--- config.mk ---
export PLATFORM = sky130hd
export DESIGN_NAME = shake_detector_with_grace_unit_flat
export DESIGN_NICKNAME = d
export VERILOG_FILES = /design/src/rtl/sdg_pkg.sv /design/src/rtl/sdg_if.sv /design/src/rtl/shake_detector_with_grace_unit.sv /design/src/rtl/sdg_axis_lane.sv /design/src/rtl/sdg_mag_merge.sv /design/src/rtl/sdg_mode_fsm.sv /design/src/flat_wrapper.sv
export VERILOG_INCLUDE_DIRS = /design/src /design/src/rtl
export SDC_FILE = /design/constraint.sdc
export NUM_CORES = 2
export LEC_CHECK = 0
export BUFFER_PORTS_ARGS = -buffer_cell sky130_fd_sc_hd__buf_4
export CORE_AREA = 5 5 424 426
export CTS_BUF_LIST = sky130_fd_sc_hd__clkbuf_2 sky130_fd_sc_hd__clkbuf_4 sky130_fd_sc_hd__clkbuf_8
export CTS_CLUSTER_SIZE = 25
export DETAILED_ROUTE_END_ITERATION = 6
export DIE_AREA = 0 0 429 431
export SLEW_MARGIN = 20
export SYNTH_ARGS = -nofsm -noshare
export SYNTH_HDL_FRONTEND = slang
export SYNTH_SLANG_ARGS = --single-unit
--- constraint.sdc ---
create_clock -name clk -period 6.2 [get_ports clk]
set_input_delay 0.93 -clock clk [delete_from_list [all_inputs] [get_ports clk]]
set_output_delay 0.93 -clock clk [all_outputs]
set_load 0.03 [all_outputs]
--- src/rtl/shake_detector_with_grace_unit_macros.svh ---
// ---------------------------------------------------------------------------
// Assertion macros for the shake detector with grace unit
// Concurrent checks sampled on clk and disabled while rst_n is low.
// ---------------------------------------------------------------------------
`ifndef SHAKE_DETECTOR_WITH_GRACE_UNIT_MACROS_SVH
`define SHAKE_DETECTOR_WITH_GRACE_UNIT_MACROS_SVH

// Same-cycle implication.
`define SDG_ASSERT_NOW(label, ante, cons) \
    label: assert property (@(posedge clk) disable iff (!rst_n) (ante) |-> (cons)) \
        else $error("sdg check failed");

// Next-cycle implication.
`define SDG_ASSERT_NEXT(label, ante, cons) \
    label: assert property (@(posedge clk) disable iff (!rst_n) (ante) |=> (cons)) \
        else $error("sdg check failed");

`endif

--- src/rtl/sdg_pkg.sv ---
// ---------------------------------------------------------------------------
// sdg_pkg
// Shared types and constants of the shake detector with grace unit.
// ---------------------------------------------------------------------------
package sdg_pkg;

    localparam int NUM_AXES  = 3;
    localparam int AXIS_W    = 16;
    localparam int SQ_W      = 31;   // square of a 16-bit signed value fits 31 bits
    localparam int MAG_W     = 32;   // sum of three squares fits 32 bits
    localparam int TIME_W    = 32;
    localparam int DUR_W     = 16;
    localparam int CFG_IDX_W = 3;
    localparam int CFG_W     = 32;

    localparam logic [CFG_IDX_W-1:0] REG_SHAKE_LEVEL_SQ = 3'd0;
    localparam logic [CFG_IDX_W-1:0] REG_REST_LEVEL_SQ  = 3'd1;
    localparam logic [CFG_IDX_W-1:0] REG_SHAKE_MS       = 3'd2;
    localparam logic [CFG_IDX_W-1:0] REG_COOLDOWN_MS    = 3'd3;
    localparam logic [CFG_IDX_W-1:0] REG_REST_MS        = 3'd4;
    localparam logic [CFG_IDX_W-1:0] REG_GRACE_MS       = 3'd5;

    localparam logic [MAG_W-1:0] SHAKE_LEVEL_SQ_RST = 32'd156900000;
    localparam logic [MAG_W-1:0] REST_LEVEL_SQ_RST  = 32'd84400000;
    localparam logic [DUR_W-1:0] SHAKE_MS_RST       = 16'd300;
    localparam logic [DUR_W-1:0] COOLDOWN_MS_RST    = 16'd1000;
    localparam logic [DUR_W-1:0] REST_MS_RST        = 16'd500;
    localparam logic [DUR_W-1:0] GRACE_MS_RST       = 16'd150;

    typedef logic signed [AXIS_W-1:0] axis_t;
    typedef logic [SQ_W-1:0]          sq_t;

    typedef struct packed {
        logic [MAG_W-1:0] shake_level_sq;
        logic [MAG_W-1:0] rest_level_sq;
        logic [DUR_W-1:0] shake_ms;
        logic [DUR_W-1:0] cooldown_ms;
        logic [DUR_W-1:0] rest_ms;
        logic [DUR_W-1:0] grace_ms;
    } cfg_t;

    typedef struct packed {
        logic              valid;
        logic [MAG_W-1:0]  mag;
        logic [TIME_W-1:0] time_ms;
    } step_t;

    typedef struct packed {
        logic       valid;
        logic       roll_trigger;
        logic [1:0] mode;
        logic       is_ready;
    } result_t;

endpackage

--- src/rtl/sdg_if.sv ---
// ---------------------------------------------------------------------------
// sdg_sample_if / sdg_status_if
// Valid/ready channels for accelerometer samples and detector status.
// ---------------------------------------------------------------------------
interface sdg_sample_if;
    logic               valid;
    logic               ready;
    logic signed [15:0] accel_x;
    logic signed [15:0] accel_y;
    logic signed [15:0] accel_z;
    logic [31:0]        time_ms;

    modport source (output valid, accel_x, accel_y, accel_z, time_ms, input ready);
    modport sink   (input valid, accel_x, accel_y, accel_z, time_ms, output ready);
endinterface

interface sdg_status_if;
    logic       valid;
    logic       ready;
    logic       roll_trigger;
    logic [1:0] mode;
    logic       is_ready;

    modport source (output valid, roll_trigger, mode, is_ready, input ready);
    modport sink   (input valid, roll_trigger, mode, is_ready, output ready);
endinterface

--- src/rtl/shake_detector_with_grace_unit.sv ---
// ---------------------------------------------------------------------------
// shake_detector_with_grace_unit
// Accelerometer shake detector: per-axis squaring lanes, a magnitude merge
// stage and the mode sequencer with its result register.
// ---------------------------------------------------------------------------
//  channel   dir  handshake     payload
//  sample    in   valid/ready   accel_x, accel_y, accel_z, time_ms
//  status    out  valid/ready   roll_trigger, mode, is_ready
//  cfg       in   cfg_we        cfg_index, cfg_data
//
//  One sample per clock when status is taken; status valid rises after its
//  sample beat passes the square lane, magnitude sum and mode update registers.
//  The mode update loop closes on its own state registers.
//  A stalled status beat backs the pipe up one stage at a time; every stage
//  holds its data until the next one frees.
//  rst_n clears the mode state and stage valids and sets config registers to defaults.
// ---------------------------------------------------------------------------
module shake_detector_with_grace_unit
    import sdg_pkg::*;
(
    input  logic                 clk,
    input  logic                 rst_n,
    sdg_sample_if.sink           sample,
    sdg_status_if.source         status,
    input  logic                 cfg_we,
    input  logic [CFG_IDX_W-1:0] cfg_index,
    input  logic [CFG_W-1:0]     cfg_data
);

    cfg_t              cfg_reg;
    logic              s1_valid_reg;
    logic              s2_valid_reg;
    logic [TIME_W-1:0] s1_time_reg;
    logic [TIME_W-1:0] s2_time_reg;

    axis_t             axes    [NUM_AXES];
    sq_t               squares [NUM_AXES];
    logic [MAG_W-1:0]  mag;
    step_t             step;
    logic              step_ready;
    result_t           result;

    logic              in_fire;
    logic              s2_free;
    logic              s1_adv;

    assign s2_free      = !s2_valid_reg || step_ready;
    assign s1_adv       = s1_valid_reg && s2_free;
    assign sample.ready = !s1_valid_reg || s2_free;
    assign in_fire      = sample.valid && sample.ready;

    assign axes[0] = sample.accel_x;
    assign axes[1] = sample.accel_y;
    assign axes[2] = sample.accel_z;

    for (genvar g = 0; g < NUM_AXES; g++)
    begin : g_lane
        sdg_axis_lane u_lane (
            .clk    (clk),
            .en     (in_fire),
            .sample (axes[g]),
            .square (squares[g])
        );
    end

    sdg_mag_merge u_merge (
        .clk     (clk),
        .en      (s1_adv),
        .squares (squares),
        .mag     (mag)
    );

    always_ff @(posedge clk)
    begin
        if (in_fire)
        begin
            s1_time_reg <= sample.time_ms;
        end
        if (s1_adv)
        begin
            s2_time_reg <= s1_time_reg;
        end
    end

    always_ff @(posedge clk or negedge rst_n)
    begin
        if (!rst_n)
        begin
            s1_valid_reg <= 1'b0;
            s2_valid_reg <= 1'b0;
        end
        else
        begin
            if (sample.ready)
            begin
                s1_valid_reg <= sample.valid;
            end
            if (s2_free)
            begin
                s2_valid_reg <= s1_valid_reg;
            end
        end
    end

    always_ff @(posedge clk or negedge rst_n)
    begin
        if (!rst_n)
        begin
            cfg_reg.shake_level_sq <= SHAKE_LEVEL_SQ_RST;
            cfg_reg.rest_level_sq  <= REST_LEVEL_SQ_RST;
            cfg_reg.shake_ms       <= SHAKE_MS_RST;
            cfg_reg.cooldown_ms    <= COOLDOWN_MS_RST;
            cfg_reg.rest_ms        <= REST_MS_RST;
            cfg_reg.grace_ms       <= GRACE_MS_RST;
        end
        else if (cfg_we)
        begin
            unique case (cfg_index)
                REG_SHAKE_LEVEL_SQ: cfg_reg.shake_level_sq <= cfg_data[MAG_W-1:0];
                REG_REST_LEVEL_SQ:  cfg_reg.rest_level_sq  <= cfg_data[MAG_W-1:0];
                REG_SHAKE_MS:       cfg_reg.shake_ms       <= cfg_data[DUR_W-1:0];
                REG_COOLDOWN_MS:    cfg_reg.cooldown_ms    <= cfg_data[DUR_W-1:0];
                REG_REST_MS:        cfg_reg.rest_ms        <= cfg_data[DUR_W-1:0];
                REG_GRACE_MS:       cfg_reg.grace_ms       <= cfg_data[DUR_W-1:0];
                default:            ;
            endcase
        end
    end

    assign step.valid   = s2_valid_reg;
    assign step.mag     = mag;
    assign step.time_ms = s2_time_reg;

    sdg_mode_fsm u_fsm (
        .clk        (clk),
        .rst_n      (rst_n),
        .cfg        (cfg_reg),
        .step       (step),
        .step_ready (step_ready),
        .out_take   (status.ready),
        .result     (result)
    );

    assign status.valid        = result.valid;
    assign status.roll_trigger = result.roll_trigger;
    assign status.mode         = result.mode;
    assign status.is_ready     = result.is_ready;

endmodule

--- src/rtl/sdg_axis_lane.sv ---
// ---------------------------------------------------------------------------
// sdg_axis_lane
// Squares one signed axis sample and registers the result.
// ---------------------------------------------------------------------------
module sdg_axis_lane
    import sdg_pkg::*;
(
    input  logic  clk,
    input  logic  en,
    input  axis_t sample,
    output sq_t   square
);

    logic signed [2*AXIS_W-1:0] prod;
    sq_t                        square_reg;

    assign prod = (2*AXIS_W)'(sample) * (2*AXIS_W)'(sample);

    always_ff @(posedge clk)
    begin
        if (en)
        begin
            square_reg <= prod[SQ_W-1:0];
        end
    end

    assign square = square_reg;

endmodule

--- src/rtl/sdg_mag_merge.sv ---
// ---------------------------------------------------------------------------
// sdg_mag_merge
// Sums the per-axis squares into the registered squared magnitude.
// ---------------------------------------------------------------------------
module sdg_mag_merge
    import sdg_pkg::*;
(
    input  logic             clk,
    input  logic             en,
    input  sq_t              squares [NUM_AXES],
    output logic [MAG_W-1:0] mag
);

    logic [MAG_W-1:0] sum;
    logic [MAG_W-1:0] mag_reg;

    always_comb
    begin
        sum = '0;
        for (int i = 0; i < NUM_AXES; i++)
        begin
            sum = sum + MAG_W'(squares[i]);
        end
    end

    always_ff @(posedge clk)
    begin
        if (en)
        begin
            mag_reg <= sum;
        end
    end

    assign mag = mag_reg;

endmodule

--- src/rtl/sdg_mode_fsm.sv ---
// ---------------------------------------------------------------------------
// sdg_mode_fsm
// Mode sequencer: rest wait, ready, shaking with grace, cooldown; holds the
// result register toward the output channel.
// ---------------------------------------------------------------------------
`include "shake_detector_with_grace_unit_macros.svh"

module sdg_mode_fsm
    import sdg_pkg::*;
(
    input  logic    clk,
    input  logic    rst_n,
    input  cfg_t    cfg,
    input  step_t   step,
    output logic    step_ready,
    input  logic    out_take,
    output result_t result
);

    typedef enum logic [1:0] {
        MODE_WAIT_REST = 2'd0,
        MODE_READY     = 2'd1,
        MODE_SHAKING   = 2'd2,
        MODE_COOLDOWN  = 2'd3
    } mode_t;

    mode_t             state_reg, state_next;
    logic [TIME_W-1:0] shake_begin_reg, shake_begin_next;
    logic [TIME_W-1:0] grace_deadline_reg, grace_deadline_next;
    logic              grace_armed_reg, grace_armed_next;
    logic [TIME_W-1:0] cooldown_deadline_reg, cooldown_deadline_next;
    logic [TIME_W-1:0] rest_begin_reg, rest_begin_next;
    logic              rest_armed_reg, rest_armed_next;
    logic              out_valid_reg;
    logic              trig_reg, trig_next;

    logic              step_fire;
    logic [TIME_W-1:0] now;
    logic [TIME_W-1:0] shake_elapsed;
    logic [TIME_W-1:0] rest_elapsed;
    logic [TIME_W-1:0] grace_diff;
    logic [TIME_W-1:0] cool_diff;
    logic              grace_reached;
    logic              cool_reached;
    logic              above_shake;
    logic              below_rest;

    assign step_ready = !out_valid_reg || out_take;
    assign step_fire  = step.valid && step_ready;
    assign now        = step.time_ms;

    assign shake_elapsed = now - shake_begin_reg;
    assign rest_elapsed  = now - rest_begin_reg;
    assign grace_diff    = now - grace_deadline_reg;
    assign cool_diff     = now - cooldown_deadline_reg;
    // a deadline counts as reached while the wrapped difference is non-negative
    assign grace_reached = !grace_diff[TIME_W-1];
    assign cool_reached  = !cool_diff[TIME_W-1];
    assign above_shake   = step.mag > cfg.shake_level_sq;
    assign below_rest    = step.mag < cfg.rest_level_sq;

    always_comb
    begin
        logic abandon;
        abandon                = 1'b0;
        state_next             = state_reg;
        shake_begin_next       = shake_begin_reg;
        grace_deadline_next    = grace_deadline_reg;
        grace_armed_next       = grace_armed_reg;
        cooldown_deadline_next = cooldown_deadline_reg;
        rest_begin_next        = rest_begin_reg;
        rest_armed_next        = rest_armed_reg;
        trig_next              = 1'b0;

        unique case (state_reg)
            MODE_READY:
            begin
                if (above_shake)
                begin
                    shake_begin_next = now;
                    grace_armed_next = 1'b0;
                    state_next       = MODE_SHAKING;
                end
            end
            MODE_SHAKING:
            begin
                if (step.mag >= cfg.shake_level_sq)
                begin
                    grace_armed_next = 1'b0;
                end
                else if (!grace_armed_reg)
                begin
                    grace_deadline_next = now + TIME_W'(cfg.grace_ms);
                    grace_armed_next    = 1'b1;
                end
                else if (grace_reached)
                begin
                    // dip outlasted the grace window: drop the shake
                    abandon    = 1'b1;
                    state_next = MODE_READY;
                end
                if (!abandon && (shake_elapsed >= TIME_W'(cfg.shake_ms)))
                begin
                    trig_next              = 1'b1;
                    cooldown_deadline_next = now + TIME_W'(cfg.cooldown_ms);
                    state_next             = MODE_COOLDOWN;
                end
            end
            MODE_COOLDOWN:
            begin
                if (cool_reached)
                begin
                    rest_armed_next = 1'b0;
                    state_next      = MODE_WAIT_REST;
                end
            end
            MODE_WAIT_REST:
            begin
                if (below_rest)
                begin
                    if (!rest_armed_reg)
                    begin
                        rest_begin_next = now;
                        rest_armed_next = 1'b1;
                    end
                    else if (rest_elapsed >= TIME_W'(cfg.rest_ms))
                    begin
                        state_next = MODE_READY;
                    end
                end
                else
                begin
                    rest_armed_next = 1'b0;
                end
            end
        endcase
    end

    always_ff @(posedge clk or negedge rst_n)
    begin
        if (!rst_n)
        begin
            state_reg             <= MODE_WAIT_REST;
            shake_begin_reg       <= '0;
            grace_deadline_reg    <= '0;
            grace_armed_reg       <= 1'b0;
            cooldown_deadline_reg <= '0;
            rest_begin_reg        <= '0;
            rest_armed_reg        <= 1'b0;
            out_valid_reg         <= 1'b0;
            trig_reg              <= 1'b0;
        end
        else
        begin
            if (step_fire)
            begin
                state_reg             <= state_next;
                shake_begin_reg       <= shake_begin_next;
                grace_deadline_reg    <= grace_deadline_next;
                grace_armed_reg       <= grace_armed_next;
                cooldown_deadline_reg <= cooldown_deadline_next;
                rest_begin_reg        <= rest_begin_next;
                rest_armed_reg        <= rest_armed_next;
                trig_reg              <= trig_next;
                out_valid_reg         <= 1'b1;
            end
            else if (out_take)
            begin
                out_valid_reg <= 1'b0;
            end
        end
    end

    assign result.valid        = out_valid_reg;
    assign result.roll_trigger = trig_reg;
    assign result.mode         = state_reg;
    assign result.is_ready     = (state_reg == MODE_READY);

    `SDG_ASSERT_NOW(a_trig_in_cooldown, out_valid_reg && trig_reg, state_reg == MODE_COOLDOWN)
    `SDG_ASSERT_NEXT(a_hold_without_step, !step_fire, $stable(state_reg) && $stable(trig_reg))
    `SDG_ASSERT_NEXT(a_no_trig_from_cooldown, step_fire && state_reg == MODE_COOLDOWN, !trig_reg)
    `SDG_ASSERT_NEXT(a_rest_disarmed_on_exit,
        step_fire && state_reg == MODE_COOLDOWN && cool_reached, !rest_armed_reg)

endmodule
--- src/flat_wrapper.sv ---
// flat-port wrapper written by rule: the top's interface ports become plain ports
module shake_detector_with_grace_unit_flat import sdg_pkg::*;
  (clk, rst_n, cfg_we, cfg_index, cfg_data, sample_valid, sample_accel_x, sample_accel_y, sample_accel_z, sample_time_ms, sample_ready, status_valid, status_roll_trigger, status_mode, status_is_ready, status_ready);
  sdg_sample_if sample_i ();
  sdg_status_if status_i ();
  input  logic clk;
  input  logic rst_n;
  input  logic cfg_we;
  input  logic [CFG_IDX_W-1:0] cfg_index;
  input  logic [CFG_W-1:0] cfg_data;
  input wire logic [$bits(sample_i.valid)-1:0] sample_valid;
  input wire logic [$bits(sample_i.accel_x)-1:0] sample_accel_x;
  input wire logic [$bits(sample_i.accel_y)-1:0] sample_accel_y;
  input wire logic [$bits(sample_i.accel_z)-1:0] sample_accel_z;
  input wire logic [$bits(sample_i.time_ms)-1:0] sample_time_ms;
  output wire logic [$bits(sample_i.ready)-1:0] sample_ready;
  output wire logic [$bits(status_i.valid)-1:0] status_valid;
  output wire logic [$bits(status_i.roll_trigger)-1:0] status_roll_trigger;
  output wire logic [$bits(status_i.mode)-1:0] status_mode;
  output wire logic [$bits(status_i.is_ready)-1:0] status_is_ready;
  input wire logic [$bits(status_i.ready)-1:0] status_ready;
  assign sample_i.valid = sample_valid;
  assign sample_i.accel_x = sample_accel_x;
  assign sample_i.accel_y = sample_accel_y;
  assign sample_i.accel_z = sample_accel_z;
  assign sample_i.time_ms = sample_time_ms;
  assign sample_ready = sample_i.ready;
  assign status_valid = status_i.valid;
  assign status_roll_trigger = status_i.roll_trigger;
  assign status_mode = status_i.mode;
  assign status_is_ready = status_i.is_ready;
  assign status_i.ready = status_ready;
  shake_detector_with_grace_unit u_core (.clk(clk), .rst_n(rst_n), .sample(sample_i), .status(status_i), .cfg_we(cfg_we), .cfg_index(cfg_index), .cfg_data(cfg_data));
endmodule
### Word level (Yosys, flattened, before mapping)

Cells that the tools add are included.

| operators by class | value |
|---|---|
| equality and inequality tests | 16 |
| multipliers | 3 |
| add/sub/neg operators | 8 |
| magnitude comparators | 5 |
| mux-type cells | 24 |
| reductions and logical operators | 29 |
| bitwise operators | 3 |

Operator list:

| operator | number |
|---|---|
| $sub A32 B32 Y32 | 4 |
| $mul A16 B16 Y31 | 3 |
| $add A32 B16 Y32 | 2 |
| $ge A32 B16 Y1 | 2 |
| $add A31 B31 Y32 | 1 |
| $add A32 B31 Y32 | 1 |
| $ge A32 B32 Y1 | 1 |
| $gt A32 B32 Y1 | 1 |
| $lt A32 B32 Y1 | 1 |
| $mux W2 | 9 |
| $mux W1 | 12 |
| $reduce_and A2 Y1 | 6 |
| $reduce_and A3 Y1 | 4 |
| $ne A3 B3 Y1 const B | 3 |
| $reduce_and A9 Y1 | 1 |
| $ne A2 B2 Y1 const B | 4 |
| $pmux W2 S4 | 1 |
| $reduce_and A4 Y1 | 2 |
| $eq A3 B2 Y1 const B | 2 |
| $eq A3 B3 Y1 const B | 2 |
| $reduce_bool A2 Y1 | 3 |
| $eq A2 B2 Y1 const B | 2 |
| $logic_and A1 B1 Y1 | 4 |
| $logic_not A1 Y1 | 4 |
| other kinds (8) | 13 |

| storage, ports and cells | value |
|---|---|
| word-level logic and storage cells | 111 |
| register bits after elaboration | 453 |
| bits of input ports | 120 |
| output and inout port bits | 6 |

### Logic depth before layout (Yosys ltp)

| depth | value |
|---|---|
| depth in word-level cells | 9 |
| mapped depth | 26 |
| mapped depth without buffers | 25 |

### Cells and area by module

From an unflattened synthesis, not the netlist that was laid out.

| second synthesis, totals | value |
|---|---|
| cells, all modules | 5580 |
| area total of the unflattened synthesis | 55141.6 sq um |

By module, submodules not included:

| module | area an instance (sq um) | seq. area each (sq um) | cells an instance | times used |
|---|---|---|---|---|
| sdg_mode_fsm | 14933.1 | 3353.2 | 1785 | 1 |
| sdg_axis_lane at u_core.g_lane[0].u_lane | 10147.2 | 900.9 | 1087 | 1 |
| sdg_axis_lane at u_core.g_lane[2].u_lane | 9898.2 | 900.9 | 1043 | 1 |
| sdg_axis_lane at u_core.g_lane[1].u_lane | 9867.0 | 900.9 | 1032 | 1 |
| shake_detector_with_grace_unit | 7114.3 | 5228.8 | 348 | 1 |
| sdg_mag_merge | 3181.8 | 960.9 | 285 | 1 |

### Worst setup path before layout

OpenSTA, ideal clock, no wires.

| path | value |
|---|---|
| kind | input -> register |
| start point | input sample_accel_z[4] |
| end point | register u_core.g_lane[2].u_lane.square_reg[29], data pin |
| stages on the path | 24 |
| path slack | -963 ps |
| buffers on the path | 2 |
| setup time | 258 ps |
| arrival time | 6905 ps |
| cell sequence | clkbuf_1 > clkbuf_1 > nand2_1 > fa_1 > inv_1 > fa_1 > ha_1 > inv_1 > fa_1 > fa_1 > inv_1 > fa_1 > ha_1 > and3_1 > a221oi_2 > o211ai_1 > a31oi_1 > nor3_1 > o31a_1 > o41ai_2 > nor2_1 > or3_1 > a21oi_1 > xnor2_1 |

| on the way | value |
|---|---|
| cells in the longest elaborated chain, start to end | 1 |

RTL lines:

| item | line | RTL |
|---|---|---|
| start, declared | flat_wrapper.sv:14 | `input wire logic [$bits(sample_i.accel_z)-1:0] sample_accel_z;` |
| $mul A16 B16 Y31 | sdg_axis_lane.sv:17 | `assign prod = (2*AXIS_W)'(sample) * (2*AXIS_W)'(sample);` |
| named net u_core.g_lane[2].u_lane.prod[29] | sdg_axis_lane.sv:14 | `logic signed [2*AXIS_W-1:0] prod;` |
| end signal, assigned | sdg_axis_lane.sv:23 | `square_reg <= prod[SQ_W-1:0];` |
| end, declared | sdg_axis_lane.sv:15 | `sq_t square_reg;` |

The timed path passes the listed nets, and every way through them passes these cells.
A chain may end at the register's enable or synchronous reset.

### Worst setup path in the final report

| path | value |
|---|---|
| start point | input sample_accel_z[9] |
| end point | register u_core.g_lane[2].u_lane.square_reg[29], data pin |

The elaborated chain is that of the path after synthesis.

==> out/qor.tcl <==
set qor(final_period_minus_worst_setup_slack_ns) 6.23
set qor(max_clock_freq_mhz) 161
set qor(layout.cells.most_common_list) {sky130_fd_sc_hd__inv_1, sky130_fd_sc_hd__fa_1, sky130_fd_sc_hd__buf_4}
set qor(setup_viol_count_final) 1
set qor(clock_tree_from_tritoncts) {built}
set qor(synth-main-ff-cell) {sky130_fd_sc_hd__dfrtp_1}
set qor(worst_slew_margin_rel_pct) 27.0
set qor(postLayoutSetupSlackWorst_ns) -0.0298
set qor(synth_edf_count) 186
set qor(critical_path_arrival_ns) 6.67
set qor(place.gp.congestion) 0.864
set qor(vias_in_the_first_global_route) 40900
set qor(initial_antenna_violation_count) 16
set qor(syn2layout_area_growth_pct) 18.7
set qor(grt.busiest_layer) {met2}
set qor(drt_iter0_markers) 1604
set qor(fraction_of_layout_cells_with_a_size_suffix_above_1_pct) 17.5
set qor(vias) 37800
set qor(drtPass1Iterations) 5
set qor(final_nets) 7340
set qor(port_buffers) 125
set qor(fp.dieArea_sq_mm) 0.185
set qor(num_rows) 154
set qor(route.detailed.drc) 0
set qor(met1_use_gr_pct) 17.4
set qor(synth-warning-count) 0
set qor(wl_per_cell_um) 15.3
set qor(grt_use_met2_pct) 25.5
set qor(failed_checks) {negative setup slack}
set qor(finClkSkew_ns) 0.0407
set qor(grt_util_all_layers_pct) 14.0
set qor(grt-ovfl-total) 0
set qor(clk_pin_slew_worst_paths_ns) 0.05
set qor(drt-total-wl_um) 128000
set qor(rsz0062_at_grt) {yes}
set qor(maxSlewViolCount) 0
set qor(ctsRootBufferMaster) {sky130_fd_sc_hd__clkbuf_8}
set qor(worstSetupStartpointType) {primary input}
set qor(hold_viol_final) 0
set qor(worstSetupPathType) {primary input to flip-flop}
set qor(grt_start_max_net_pins) 178
set qor(synthCells) 5388
set qor(seq_area_frac_synth_pct) 23.4
set qor(postLayoutCoreUtil_pct) 35.4
set qor(worst-endpoint-required_ns) 6.64
set qor(period_share_pct) 100
set qor(die_h_um) 431
set qor(initial_util_pct) 29.8
set qor(globalRouteMet3Util_pct) 1.62
set qor(ioPinCount) 126
set qor(layout.cells.most_common) {sky130_fd_sc_hd__inv_1}
set qor(critical_path_peak_fanout) 5
set qor(maxCapViolations) 0
set qor(outcome) {complete, but fails checks}
set qor(clock_sink_count) 450
set qor(cts.path.max_buffers) 3
set qor(timing_worst_slew_pin_value_ns) 1.08
set qor(holdCritPathClass) {primary input to asynchronous set/reset pin}
set qor(synth_area_per_cell_sq_um) 9.71
set qor(timing.critical_path.to_type) {flip-flop}
set qor(worst_r2r_path_depth) 23
set qor(detail-route-antenna-nets) 0
set qor(floorplan.core_area_sq_mm) 0.175
set qor(global_route_wire_length_before_repair_um) 210000
set qor(h_tree_depth) 3
set qor(viasPerCell) 4.51
set qor(syn-cell-area_sq_mm) 0.0523
set qor(ys_async_sr_fraction_pct) 58.7
set qor(worstSkewPairLatency_ns) 0.73
set qor(tritoncts.num_buffers) 86
set qor(floorplan.die.width_um) 429
set qor(synth-seq-cells) 450
set qor(largest_reg_flops) 128
set qor(synth_cell_types) 91
set qor(hpwlAfterDp_um) 108000
## metal layers
layer | wire, um | share of wire, %
met2 | 65700 | 51
met4 | 3500 | 2.7
met3 | 4130 | 3.2
met1 | 54700 | 43
met5 | 0 | 0
## synth_stat cells (5+ instances only)
cell type                   number  area (sq um)
sky130_fd_sc_hd__inv_1        1236          4640
sky130_fd_sc_hd__fa_1          720         14400
sky130_fd_sc_hd__ha_1          533          6670
sky130_fd_sc_hd__nand2_1       496          1860
sky130_fd_sc_hd__o21ai_0       258          1290
sky130_fd_sc_hd__dfrtp_1       221          5530
sky130_fd_sc_hd__nor2_1        212           796
sky130_fd_sc_hd__a21oi_1       210          1050
sky130_fd_sc_hd__edfxtp_1      186          5590
sky130_fd_sc_hd__xnor2_1       180          1580
sky130_fd_sc_hd__clkbuf_1      127           477
sky130_fd_sc_hd__and2_1        104           651
sky130_fd_sc_hd__a21o_1         95           713
sky130_fd_sc_hd__mux2_2         76           856
sky130_fd_sc_hd__xor2_1         71           622
sky130_fd_sc_hd__nand3_1        53           265
sky130_fd_sc_hd__nor2b_1        45           282
sky130_fd_sc_hd__nand2b_1       44           275
sky130_fd_sc_hd__dfstp_2        43          1130
sky130_fd_sc_hd__nand4_1        43           269
sky130_fd_sc_hd__nor3_1         42           210
sky130_fd_sc_hd__o21bai_1       40           300
sky130_fd_sc_hd__a211oi_1       36           270
sky130_fd_sc_hd__mux2i_1        31           310
sky130_fd_sc_hd__and3_1         28           175
sky130_fd_sc_hd__o211ai_1       21           158
sky130_fd_sc_hd__o21a_1         19           143
sky130_fd_sc_hd__a31oi_1        17           106
sky130_fd_sc_hd__nor4_1         16           100
sky130_fd_sc_hd__o31ai_1        13          97.6
sky130_fd_sc_hd__or3_1          13          81.3
sky130_fd_sc_hd__a31o_2         10          87.6
sky130_fd_sc_hd__or2_2           9          56.3
sky130_fd_sc_hd__a211o_1         7          61.3
sky130_fd_sc_hd__a21boi_0        7          52.6
sky130_fd_sc_hd__a41oi_1         7          61.3
sky130_fd_sc_hd__nor3b_1         6          45.0
sky130_fd_sc_hd__a311oi_1        5          43.8
sky130_fd_sc_hd__o2111ai_1       5          43.8
sky130_fd_sc_hd__o41ai_1         5          43.8
## worst paths after layout
kind	to	slack (ns)	from
setup / recovery	u_core.g_lane[2].u_lane.square[29]$_DFFE_PP_	-0.03	sample_accel_z[9]
hold / removal	u_core.cfg_reg[49]$_DFFE_PN0P_	0.19	rst_n
setup reg to reg	u_core.u_fsm.cooldown_deadline_reg[24]$_DFFE_PN0P_	0.76	u_core.s2_time_reg[0]$_DFFE_PP_
hold reg to reg	u_core.s2_time_reg[27]$_DFFE_PP_	0.41	u_core.s1_time_reg[27]$_DFFE_PP_
max in group asynchronous	u_core.cfg_reg[68]$_DFFE_PN0P_	4.51	rst_n
min in group clk	u_core.s1_time_reg[11]$_DFFE_PP_	0.38	sample_time_ms[11]
## area by class of cell
cell class / count / area [sq um]
diodes: 9 / 22.5
clock buffers: 129 / 1590
well taps: 2340 / 2930
repair buffers: 625 / 4890
inverters: 1240 / 4670
flip-flops and latches: 450 / 12200
clock inverters: 32 / 334
fillers: 17800 / 113000
multi-input cells: 3564 / 35400
## repair_timing
item                                    in CTS  in global routing
setup buffers                                0                  6
gates resized for setup                      1                 43
hold buffers                                 0                  0
endpoints found under the setup margin       1                 11
pin swaps                                    2                 29
## cell families (layout without fill, tap and decap cells)
kind of cell / Yosys count / in the layout / share of synthesized area (%)
AO/OA/AOI/OAI: 809 / 809 / 9.68
XOR/XNOR: 251 / 251 / 4.20
adder cells (fa/ha/maj): 1253 / 1253 / 40.3
buffers and inverters: 1376 / 2026 / 9.94
flip-flops: 450 / 450 / 23.4
multiplexers: 110 / 110 / 2.31
other: 1 / 12 / 0.00717
AND/OR/NAND/NOR: 1138 / 1138 / 10.2
## critical path, cell delays in order
cell                       delay (ns)
sky130_fd_sc_hd__buf_4           0.14
sky130_fd_sc_hd__and2_1          0.17
sky130_fd_sc_hd__fa_1            0.51
sky130_fd_sc_hd__inv_1           0.06
sky130_fd_sc_hd__fa_1            0.54
sky130_fd_sc_hd__fa_1            0.43
sky130_fd_sc_hd__fa_1            0.49
sky130_fd_sc_hd__inv_1           0.05
sky130_fd_sc_hd__fa_1            0.52
sky130_fd_sc_hd__fa_1            0.45
sky130_fd_sc_hd__ha_4            0.27
sky130_fd_sc_hd__a21o_1          0.16
sky130_fd_sc_hd__a21oi_2         0.14
sky130_fd_sc_hd__o211ai_1        0.15
sky130_fd_sc_hd__a31oi_2         0.23
sky130_fd_sc_hd__nor3_2          0.08
sky130_fd_sc_hd__o31a_1          0.28
sky130_fd_sc_hd__o41ai_2         0.38
sky130_fd_sc_hd__nor2_1          0.11
sky130_fd_sc_hd__or3_1           0.34
sky130_fd_sc_hd__a21oi_2         0.16
sky130_fd_sc_hd__xnor2_1         0.08
## metrics by stage
step                      cells  worst slack (ns)  setup TNS [ns]  instance area [sq um]  hold WS (ns)
after floorplan            5390            -0.541           -1.74                  53000         0.400
after global placement     8212            -0.750          -12.39                  59900         0.403
final                      8389           -0.0298         -0.0298                  62100         0.190
after detailed placement   8212            -0.804          -13.37                  59900         0.405
after global routing       8388            -0.209          -0.221                  62100         0.224
after CTS                  8373            0.0684               0                  61900         0.185
Power is not shown: default switching activity piles up to over one toggle a cycle in this logic, so the estimate is an artifact.
